## src/sv/qpht_pkg.sv

```systemverilog
// shared types and constants for the quadratic probe hash table
`default_nettype none
package qpht_pkg;
  localparam int CMD_W = 1;
  localparam int IN_KEY_W = 32;
  localparam int POS_W = 6;
  localparam int ST_W = 2;
  localparam int SIZE_W = 7;

  localparam logic [CMD_W-1:0] CMD_FIND = 1'b0;
  localparam logic [CMD_W-1:0] CMD_INSERT = 1'b1;

  localparam logic [ST_W-1:0] ST_PRESENT = 2'd0;
  localparam logic [ST_W-1:0] ST_EMPTY = 2'd1;
  localparam logic [ST_W-1:0] ST_NOSLOT = 2'd2;

  localparam logic [SIZE_W-1:0] SIZE_RESET = 7'd7;
  localparam int REG_TABLE_SIZE = 0;

  typedef struct packed {
    logic [CMD_W-1:0] cmd;
    logic [IN_KEY_W-1:0] key;
  } in_word_t;

  typedef struct packed {
    logic [POS_W-1:0] position;
    logic [ST_W-1:0] status;
  } out_word_t;
endpackage
`default_nettype wire

```

## src/sv/qpht_front.sv

```systemverilog
// front end: key reduction modulo table size, one bit per cycle, into a one-word queue slot
`default_nettype none
module qpht_front #(
  parameter int KEY_WIDTH = 32,
  parameter int SZ_W = 7,
  parameter int IX_W = 6
) (
  input  wire logic clk,
  input  wire logic rst_n,
  input  wire logic push,
  output logic full,
  input  wire qpht_pkg::in_word_t data,
  input  wire logic [SZ_W-1:0] size,
  output logic q_valid,
  input  wire logic q_take,
  output logic q_cmd,
  output logic [KEY_WIDTH-1:0] q_key,
  output logic [IX_W-1:0] q_home
);
  import qpht_pkg::*;

  localparam int CNT_W = $clog2(KEY_WIDTH + 1);
  localparam int RW = SZ_W + 1;

  logic busy_r, busy_nxt;
  logic [CNT_W-1:0] cnt_r, cnt_nxt;
  logic [KEY_WIDTH-1:0] key_r, key_nxt;
  logic cmd_r, cmd_nxt;
  logic [RW-1:0] rem_r, rem_nxt;
  logic [RW-1:0] shifted, diff;
  logic qv_r, qv_nxt;
  logic qcmd_r, qcmd_nxt;
  logic [KEY_WIDTH-1:0] qkey_r, qkey_nxt;
  logic [IX_W-1:0] qhome_r, qhome_nxt;
  logic accept;

  assign full = busy_r;
  assign accept = push && !busy_r;

  always_comb begin
    shifted = {rem_r[RW-2:0], key_r[KEY_WIDTH-1]};
    diff = shifted - {1'b0, size};
  end

  always_comb begin
    busy_nxt = busy_r;
    cnt_nxt = cnt_r;
    key_nxt = key_r;
    cmd_nxt = cmd_r;
    rem_nxt = rem_r;
    qv_nxt = qv_r;
    qcmd_nxt = qcmd_r;
    qkey_nxt = qkey_r;
    qhome_nxt = qhome_r;
    if (q_take) begin
      qv_nxt = 1'b0;
    end
    if (accept) begin
      busy_nxt = 1'b1;
      cnt_nxt = CNT_W'(KEY_WIDTH);
      key_nxt = KEY_WIDTH'(data.key);
      cmd_nxt = data.cmd;
      rem_nxt = '0;
    end else if (busy_r && cnt_r != '0) begin
      rem_nxt = diff[RW-1] ? shifted : diff;
      key_nxt = {key_r[KEY_WIDTH-2:0], key_r[KEY_WIDTH-1]};
      cnt_nxt = cnt_r - 1'b1;
    end else if (busy_r && !qv_nxt) begin
      qv_nxt = 1'b1;
      qcmd_nxt = cmd_r;
      qkey_nxt = key_r;
      qhome_nxt = rem_r[IX_W-1:0];
      busy_nxt = 1'b0;
    end
  end

  always_ff @(posedge clk) begin
    if (!rst_n) begin
      busy_r <= 1'b0;
      qv_r <= 1'b0;
    end else begin
      busy_r <= busy_nxt;
      qv_r <= qv_nxt;
    end
    cnt_r <= cnt_nxt;
    key_r <= key_nxt;
    cmd_r <= cmd_nxt;
    rem_r <= rem_nxt;
    qcmd_r <= qcmd_nxt;
    qkey_r <= qkey_nxt;
    qhome_r <= qhome_nxt;
  end

  assign q_valid = qv_r;
  assign q_cmd = qcmd_r;
  assign q_key = qkey_r;
  assign q_home = qhome_r;
endmodule
`default_nettype wire

```

## src/sv/qpht_back.sv

```systemverilog
// back end: probe sequencer over the cell store, with result register
`default_nettype none
module qpht_back #(
  parameter int KEY_WIDTH = 32,
  parameter int TABLE_DEPTH = 64,
  parameter int SZ_W = 7,
  parameter int IX_W = 6
) (
  input  wire logic clk,
  input  wire logic rst_n,
  input  wire logic [SZ_W-1:0] size,
  input  wire logic q_valid,
  output logic q_take,
  input  wire logic q_cmd,
  input  wire logic [KEY_WIDTH-1:0] q_key,
  input  wire logic [IX_W-1:0] q_home,
  output logic empty,
  input  wire logic pop,
  output qpht_pkg::out_word_t data
);
  import qpht_pkg::*;

  localparam logic [1:0] S_IDLE = 2'd0;
  localparam logic [1:0] S_READ = 2'd1;
  localparam logic [1:0] S_CHECK = 2'd2;
  localparam logic [1:0] S_DONE = 2'd3;
  localparam int CW = IX_W + 2;

  logic [1:0] st_r, st_nxt;
  logic [TABLE_DEPTH-1:0] valid_r;
  logic [KEY_WIDTH-1:0] mem [TABLE_DEPTH];
  logic [KEY_WIDTH-1:0] rd_r;
  logic vbit_r;
  logic cmd_r, cmd_nxt;
  logic [KEY_WIDTH-1:0] key_r, key_nxt;
  logic [IX_W-1:0] pos_r, pos_nxt;
  logic [CW-1:0] step_r, step_nxt;
  logic [CW-1:0] i_r, i_nxt;
  logic [CW-1:0] sum, red;
  logic wr_en;
  logic ov_r, ov_nxt;
  logic [IX_W-1:0] opos_r, opos_nxt;
  logic [ST_W-1:0] ost_r, ost_nxt;
  logic [IX_W-1:0] hpos_r, hpos_nxt;
  logic [ST_W-1:0] hst_r, hst_nxt;
  logic [CW-1:0] sz;

  // reduced step is kept below size, so one subtract wraps the sum
  always_comb begin
    sum = CW'(pos_r) + step_r;
    red = (sum >= sz) ? sum - sz : sum;
  end

  always_comb begin
    st_nxt = st_r;
    cmd_nxt = cmd_r;
    key_nxt = key_r;
    pos_nxt = pos_r;
    step_nxt = step_r;
    i_nxt = i_r;
    ov_nxt = ov_r;
    opos_nxt = opos_r;
    ost_nxt = ost_r;
    hpos_nxt = hpos_r;
    hst_nxt = hst_r;
    q_take = 1'b0;
    wr_en = 1'b0;
    if (pop && ov_r) begin
      ov_nxt = 1'b0;
    end
    case (st_r)
      S_IDLE: begin
        if (q_valid) begin
          q_take = 1'b1;
          cmd_nxt = q_cmd;
          key_nxt = q_key;
          pos_nxt = q_home;
          step_nxt = (sz == CW'(1)) ? '0 : CW'(1);
          i_nxt = CW'(1);
          st_nxt = S_READ;
        end
      end
      S_READ: st_nxt = S_CHECK;
      S_CHECK: begin
        if (!vbit_r) begin
          hst_nxt = ST_EMPTY;
          hpos_nxt = pos_r;
          wr_en = (cmd_r == CMD_INSERT);
          st_nxt = S_DONE;
        end else if (rd_r == key_r) begin
          hst_nxt = ST_PRESENT;
          hpos_nxt = pos_r;
          st_nxt = S_DONE;
        end else if (i_r >= sz) begin
          hst_nxt = ST_NOSLOT;
          hpos_nxt = '0;
          st_nxt = S_DONE;
        end else begin
          pos_nxt = red[IX_W-1:0];
          step_nxt = step_r + CW'(2);
          if (step_nxt >= sz) step_nxt = step_nxt - sz;
          i_nxt = i_r + 1'b1;
          st_nxt = S_READ;
        end
      end
      S_DONE: begin
        if (!ov_nxt) begin
          ov_nxt = 1'b1;
          opos_nxt = hpos_r;
          ost_nxt = hst_r;
          st_nxt = S_IDLE;
        end
      end
      default: st_nxt = S_IDLE;
    endcase
  end

  always_comb begin
    sz = CW'(size);
    if (size == '0) sz = CW'(1);
    if (size > SZ_W'(TABLE_DEPTH)) sz = CW'(TABLE_DEPTH);
  end

  always_ff @(posedge clk) begin
    rd_r <= mem[pos_r];
    vbit_r <= valid_r[pos_r];
    if (wr_en) begin
      mem[pos_r] <= key_r;
    end
  end

  always_ff @(posedge clk) begin
    if (!rst_n) begin
      st_r <= S_IDLE;
      ov_r <= 1'b0;
      valid_r <= '0;
    end else begin
      st_r <= st_nxt;
      ov_r <= ov_nxt;
      if (wr_en) valid_r[pos_r] <= 1'b1;
    end
    cmd_r <= cmd_nxt;
    key_r <= key_nxt;
    pos_r <= pos_nxt;
    step_r <= step_nxt;
    i_r <= i_nxt;
    opos_r <= opos_nxt;
    ost_r <= ost_nxt;
    hpos_r <= hpos_nxt;
    hst_r <= hst_nxt;
  end

  assign empty = !ov_r;
  assign data.position = POS_W'(opos_r);
  assign data.status = ost_r;
endmodule
`default_nettype wire

```

## src/sv/quadratic_probe_hash_table_unit.sv

```systemverilog
// top level of the quadratic probe hash table
`default_nettype none
// Open-addressing hash table with quadratic probing, find and insert of keys.
// In the front end an item's home cell is found by a restoring remainder, one key
// bit a cycle; the back end then spends a read state and a check state on each
// probe of the single-port cell store, plus its idle and done states. Front and back
// overlap through a one-word queue, so sustained cost is the larger of the two.
// Valid marks clear at reset; no clearing pass is needed.
module quadratic_probe_hash_table_unit #(
  parameter int TABLE_DEPTH = 64,
  parameter int KEY_WIDTH = 32
) (
  input  wire logic clk,
  input  wire logic rst_n,
  input  wire logic in_push,
  output logic in_full,
  input  wire qpht_pkg::in_word_t in_data,
  output logic out_empty,
  input  wire logic out_pop,
  output qpht_pkg::out_word_t out_data,
  input  wire logic cfg_psel,
  input  wire logic cfg_penable,
  input  wire logic cfg_pwrite,
  input  wire logic [1:0] cfg_paddr,
  input  wire logic [31:0] cfg_pwdata,
  output logic [31:0] cfg_prdata,
  output logic cfg_pready
);
  import qpht_pkg::*;

  localparam int IX_W = $clog2(TABLE_DEPTH);
  localparam int SZ_W = IX_W + 1;

  logic [SIZE_W-1:0] size_r;
  logic [SZ_W-1:0] size_eff;
  logic q_valid, q_take, q_cmd;
  logic [KEY_WIDTH-1:0] q_key;
  logic [IX_W-1:0] q_home;
  logic [SIZE_W:0] lim;

  assign cfg_pready = 1'b1;
  assign cfg_prdata = (cfg_paddr[1:0] == 2'(REG_TABLE_SIZE * 4)) ?
                      {25'd0, size_r} : 32'd0;

  always_ff @(posedge clk) begin
    if (!rst_n) begin
      size_r <= SIZE_RESET;
    end else if (cfg_psel && cfg_penable && cfg_pwrite &&
                 cfg_paddr == 2'(REG_TABLE_SIZE * 4)) begin
      size_r <= cfg_pwdata[SIZE_W-1:0];
    end
  end

  // saturate and clamp to the store depth
  always_comb begin
    lim = {1'b0, size_r};
    if (lim == '0) size_eff = SZ_W'(1);
    else if (int'(lim) > TABLE_DEPTH) size_eff = SZ_W'(TABLE_DEPTH);
    else size_eff = SZ_W'(lim);
  end

  qpht_front #(.KEY_WIDTH(KEY_WIDTH), .SZ_W(SZ_W), .IX_W(IX_W)) u_front (
    .clk(clk), .rst_n(rst_n), .push(in_push), .full(in_full), .data(in_data),
    .size(size_eff), .q_valid(q_valid), .q_take(q_take), .q_cmd(q_cmd),
    .q_key(q_key), .q_home(q_home)
  );

  qpht_back #(.KEY_WIDTH(KEY_WIDTH), .TABLE_DEPTH(TABLE_DEPTH),
              .SZ_W(SZ_W), .IX_W(IX_W)) u_back (
    .clk(clk), .rst_n(rst_n), .size(size_eff), .q_valid(q_valid),
    .q_take(q_take), .q_cmd(q_cmd), .q_key(q_key), .q_home(q_home),
    .empty(out_empty), .pop(out_pop), .data(out_data)
  );
endmodule
`default_nettype wire

```

## config.mk

```make
export PLATFORM = sky130hd
export DESIGN_NAME = quadratic_probe_hash_table_unit
export DESIGN_NICKNAME = d
export VERILOG_FILES = /design/src/sv/qpht_pkg.sv /design/src/sv/qpht_front.sv /design/src/sv/qpht_back.sv /design/src/sv/quadratic_probe_hash_table_unit.sv
export SDC_FILE = /design/constraint.sdc
export NUM_CORES = 2
export LEC_CHECK = 0
export BUFFER_PORTS_ARGS = -buffer_cell sky130_fd_sc_hd__buf_2
export CAP_MARGIN = 20
export CORE_MARGIN = 4
export CORE_UTILIZATION = 60
export DETAILED_ROUTE_END_ITERATION = 6
export PLACE_DENSITY_LB_ADDON = 0.25
export SLEW_MARGIN = 20
export SYNTH_ARGS = -nofsm -noshare
export SYNTH_HDL_FRONTEND = slang
export SYNTH_HIERARCHICAL = 1
export SYNTH_SLANG_ARGS = --single-unit
```

## constraint.sdc

```tcl
create_clock -name clk -period 7.6 [get_ports clk]
set_input_delay 1.14 -clock clk [delete_from_list [all_inputs] [get_ports clk]]
set_output_delay 1.14 -clock clk [all_outputs]
set_load 0.1 [all_outputs]
```

### After elaboration in Yosys (flattened, before gate mapping)

Memories as Yosys holds them, arrays and structs flattened. A register that Yosys moved wholly into a read port is not among the register bits.
Cells that the tools add are included.

| storage, ports and cells | value |
|---|---|
| memory bits (writable) | 2048 |
| word-level logic and storage cells | 139 |
| memories kept | 1 |
| input port bits | 74 |
| register bits after elaboration | 233 |

Memories:

| name | depth | width | read ports | clocked after memory_dff | wr ports | RTL line | RTL |
|---|---|---|---|---|---|---|---|
| u_back.mem | 64 | 32 | 1 | 1 | 1 | qpht_back.sv:31 | `logic [KEY_WIDTH-1:0] mem [TABLE_DEPTH];` |

| cells by class | value |
|---|---|
| equal/unequal tests | 12 |
| $add $sub $neg | 7 |
| muxes and demuxes | 56 |
| bitwise gates (word level) | 5 |
| reduce and logical (&&, ||, !) cells | 27 |
| order comparisons | 7 |

Operators with widths:

| cell | count |
|---|---|
| two-way mux 8 bit | 9 |
| two-way mux 32 bit | 2 |
| OR 64 bit | 1 |
| two-way mux 6 bit | 8 |
| two-way mux 7 bit | 6 |
| == test 32 bit | 1 |
| one-hot mux 8 bit (2 select lines) | 2 |
| greater-or-equal comparator 8 x 7 -> 1 bit | 3 |
| two-way mux 1 bit | 19 |
| subtractor 8 x 7 -> 8 bit | 2 |
| greater-than comparator 7 bit, second input constant | 2 |
| logical NOT 7 bit | 2 |
| two-way mux 2 bit | 6 |
| one-hot mux 6 bit (2 select lines) | 1 |
| AND reduction 2 bit | 5 |
| adder 6 x 8 -> 8 bit | 1 |
| adder 8 x 1 -> 8 bit, second input constant | 1 |
| adder 8 x 2 -> 8 bit, second input constant | 1 |
| logical AND 1 bit | 8 |
| inequality test 2 bit, second input constant | 4 |
| one-hot mux 2 bit (4 select lines) | 1 |
| == test 7 x 1 -> 1 bit, second input constant | 1 |
| less-than comparator 6 x 7 -> 1 bit, second input constant | 1 |
| binary-select mux 1 bit (select 6 bit) | 1 |
| other kinds (16) | 26 |

### Logic depth before layout (Yosys ltp)

| logic depth | value |
|---|---|
| word-level depth | 12 |
| mapped depth | 14 |
| mapped depth without buffers | 14 |

### By module

The synthesis kept the hierarchy.

Modules (own cells, without submodules):

| module | instances | cells each | area each (um^2) | seq. area each (um^2) |
|---|---|---|---|---|
| qpht_back | 1 | 4647 | 85403.2 | 65632.9 |
| qpht_front | 1 | 238 | 3593.4 | 2462.4 |
| quadratic_probe_hash_table_unit | 1 | 77 | 593.1 | 140.1 |

### Least setup slack after synthesis

Ideal clock, no wire load.

| timing path | value |
|---|---|
| kind | input port to output port |
| start | in cfg_paddr[1] |
| end | out cfg_prdata[0] |
| stages on the path | 1 |
| path slack | 3257 ps |
| required time | 6460 ps |
| arrival | 3203 ps |
| path buffers | 0 |
| cells stage by stage | nor3_1 |

| on the way | value |
|---|---|
| word-level cells in the longest chain between the ends | 2 |

RTL lines:

| element | RTL line | RTL |
|---|---|---|
| start: declaration | quadratic_probe_hash_table_unit.sv:24 | `input wire logic [1:0] cfg_paddr,` |
| logical NOT 2 bit | quadratic_probe_hash_table_unit.sv:42 | `assign cfg_prdata = (cfg_paddr[1:0] == 2'(REG_TABLE_SIZE * 4)) ?` |
| two-way mux 7 bit | quadratic_probe_hash_table_unit.sv:42 |  |
| end: declaration | quadratic_probe_hash_table_unit.sv:26 | `output logic [31:0] cfg_prdata,` |

Every way passes these cells.

==> summary.txt <==
Clock tree
  – Postcts setup bufs: 0
  – Max clock buf depth: 3
  – Sink Count: around 2300
  – CTS Buf Count: 216
  – Clk pin slew, worst setup/hold paths: approximately 0.07 ns
  – Clock root cell: clkbuf_16
  – Hold_buf cts: 0
  – Worst-Skew Late Latency: a little under 0.9 ns
  – H-tree Lvls: 4
  – CTS tree: built
  – CTS resizes: 0

Worst setup path
  – Startpoint types: register
  – RR Endpoint: u_back/rd_r[3]
  – R2R Path Start: u_back/pos_r[2]
  – Worst reg2reg path depth: 9
  – Critical path type: reg2reg
  – Crit path capture: u_back/rd_r[3]
  – WP data arrival: approximately 5.7 ns
  – Worst Path Max Fanout: 106
  – Critical path launch point: u_back/pos_r[2]
  – Worst Path Required: 8.34 ns
  – R2R setup slack: 2.62 ns
  – Crit end category: register

Synth
  – Area leader, netlist: edfxtp_1
  – Synth Flop Type: edfxtp_1
  – Top-area cell type share of the netlist area: 73.44%
  – Post-synthesis sequential area ratio: 76.16%
  – Top post-synthesis cells by area: edfxtp_1 (73%), mux4_2 (4.1%), dfxtp_1 (2.7%), a221oi_1 (2.5%), mux2i_1 (2.3%)
  – Syn Std Cell Area: 0.08959 mm2
  – Mapped Cells: 4962
  – Most common cell in the netlist: edfxtp_1
  – EDFF count, synth: 2191
  – Synthesized area per cell: 18.06 um2
  – Distinct cells, synth: a little under 90
  – YS warnings: 6
  – FF+latch count, synth: 2313
  – Post-synth top cells: edfxtp_1 (2191), a221oi_1 (256), nor2_1 (212)
  – Post-synth ARST share: 0%

Floorplanning
  – Rows: 141
  – Die Y: a little under 400 um
  – Top Ports: 117
  – Core area: 0.1480 mm2
  – Initial Util: 60.53%
  – Full die area: around 0.16 mm2
  – Die W: 394.4 um

Detailed routing
  – Drt first-iter violations: 8665
  – DR top layer: met5
  – Vias/cell: 7.134
  – DRC: between 100 and 150
  – Met1 wire length: 90310 um
  – Met3 routed WL: 40220 um
  – Antenna Nets Post-Route: 0
  – Routed WL: 264800 um
  – Wire length on met2: around 120000 um
  – Wire per inst: 36.42 um
  – Pre-Repair DR Iteration Count: 7
  – Vias: slightly above 50000

STA
  – Setup TNS Final: 0 ns
  – Final hold violations: 0
  – Slew @ Worst Pin: around 1.3 ns
  – Max-slew violations: 0
  – Layout Skew: between 0.06 and 0.07 ns
  – F_max: 200.7 MHz
  – Setup slack after layout: 2.618 ns
  – RSZ-0062 raised after global routing: false
  – Slew HR: 11.84%
  – Crit share post-route: 65.56%
  – Tmin final: around 5.0 ns
  – Setup violators final: 0

Place
  – Place WS: 2.871 ns
  – Port bufs: 65
  – Post-DP HPWL: 148800 um
  – Routability cong.: 0.9800

Power
  – Clk pwr share: 40.3%
  – Sw Share: 22.46%
  – Leak Pwr: 32.09 nW
  – Internal power: 0.02035 W
  – Worst VDD drop: 0.2387 mV
  – Pwr dens: approximately 260 mW/mm2
  – Switching pwr: 0.005895 W
  – Power share of the sequential group: 53.7%
  – Comb pwr share: 6.0%

Layout
  – Nets: 5254
  – Layout area overhead: 11.45%
  – Layout cells sized above 1: 19.31%
  – Fill cells: 9393

Global route
  – Largest net degree at the start of global routing: 107
  – First-pass GRT wire length: 370600 um
  – Vias in the first global route: between 40000 and 50000
  – Total grt overflow: 0
  – GRT Total Usage: roughly 34%
  – Initial antenna violation count: 27

Flow run
  – Max cap viols: 0

Outcome
  – Status: finished, violations left
  – Failing checks: design-rule violations

Min path
  – HP Class: reg2reg
==> metal layers <==
metal | vias up | track usage, %
met5 | - | 0.4926
met4 | 12 | 19.58
met3 | 884 | 12.19
met2 | 4137 | 48.67
met1 | 26170 | 44.56
li1 | 20670 | -
==> kinds of logic after synthesis <==
logic type               count (synthesis)  share of synthesized area [%]
adder cells (fa/ha/maj)                 42                         0.6201
flip-flops                            2313                          76.16
multiplexers                           550                          8.702
AND/OR/NAND/NOR                        570                          2.948
other                                    2                       0.008383
AO/OA/AOI/OAI                         1062                          8.759
buffers and inverters                  364                          2.221
XOR/XNOR                                59                         0.5768
==> power by group through the flow <==
stage | Clock [W] | Combinational [W] | Sequential (W)
final | 0.0106 | 0.00158 | 0.0141
after CTS | 0.0106 | 0.00152 | 0.0141
after floorplan | 0 | 0.000930 | 0.0144
after detailed placement | 0 | 0.00152 | 0.0144
after global routing | 0.0112 | 0.00164 | 0.0141
after global placement | 0 | 0.00148 | 0.0144
==> cell type report <==
type                       count  area [um2]  area share [%]
tap                         1930        2415           2.418
clock inverter                93       988.4          0.9899
timing repair buffer         263        1974           1.977
sequential                  2313       68240           68.34
clock buffer                 312        5978           5.987
antenna                       16       40.04         0.04010
multi-input combinational   2309       20080           20.11
inverter                      35       140.1          0.1403
==> worst max-delay path, stage by stage, from the launching register on <==
cell	delay, ns
edfxtp_1	0.70
buf_12	0.39
buf_4	0.75
nor3b_2	0.11
buf_4	0.36
a22oi_1	0.28
a21oi_1	0.10
a311oi_1	0.97
o211ai_1	0.18
or4_1	0.58
==> cell usage in the layout (no fill, tap or decap), types with 14 or more instances in the layout <==
cell | synthesis | final
edfxtp_1 | 2191 | 2191
a221oi_1 | 256 | 256
clkbuf_16 | 0 | 218
mux2i_1 | 204 | 204
buf_4 | 69 | 185
mux2_2 | 175 | 175
a22oi_1 | 167 | 167
mux4_2 | 164 | 164
nand2_1 | 161 | 160
nor2_1 | 212 | 142
dfxtp_1 | 122 | 122
a21oi_1 | 119 | 119
o21ai_0 | 119 | 116
o22ai_1 | 103 | 103
clkbuf_1 | 90 | 77
o21a_1 | 73 | 73
nor2_4 | 1 | 70
buf_2 | 111 | 65
xnor2_1 | 47 | 47
ha_1 | 38 | 38
nand3_1 | 37 | 36
clkinv_2 | 0 | 33
a22o_1 | 33 | 33
a221o_1 | 32 | 32
inv_1 | 33 | 31
nand4_1 | 30 | 30
clkinv_1 | 0 | 29
conb_1 | 2 | 26
nor3_1 | 19 | 17
o211ai_1 | 17 | 17
clkbuf_8 | 0 | 17
diode_2 | 0 | 16
o22a_1 | 16 | 16
o221ai_1 | 15 | 15
a211oi_1 | 15 | 15
and3_1 | 14 | 14
a31oi_1 | 14 | 14
==> stage by stage <==
| step | utilization, % | instance area (um2) | total power, W | std cells | hold slack (ns) |
|---|---|---|---|---|---|
| floorplan | - | 89680 | 0.01534 | 4986 | 0.4003 |
| global route | 67.44 | 99810 | 0.02694 | 7257 | 0.4209 |
| global placement | 62.71 | 92830 | 0.01585 | 6849 | 0.4013 |
| finish | 67.46 | 99850 | 0.02625 | 7271 | 0.4134 |
| detailed placement | 62.72 | 92830 | 0.01589 | 6849 | 0.4045 |
| CTS | 67.42 | 99800 | 0.02624 | 7254 | 0.4007 |
==> worst min-delay path by stage <==
stage                     start              end  slack (ns)  cells after the start
6_report       u_front/q_key[6]  u_back/key_r[6]        0.41                      0
5_1_grt        u_front/q_key[1]  u_back/key_r[1]        0.42                      0
4_1_cts             in_data[32]    u_front/cmd_r        0.40                      1
3_5_place_dp      u_front/q_cmd     u_back/cmd_r        0.40                      0
3_3_place_gp   u_front/q_key[5]  u_back/key_r[5]        0.40                      0
2_1_floorplan     u_front/q_cmd     u_back/cmd_r        0.40                      0
==> flip-flops by register name, indices dropped and copies added (netlist names), 8 cells and up <==
signal          count
u_back/i_r          8
u_back/key_r       32
u_back/mem       2048
u_back/rd_r        32
u_back/step_r       8
u_back/valid_r     64
u_front/key_r      32
u_front/q_key      32
(Power assumes the default switching activity.)
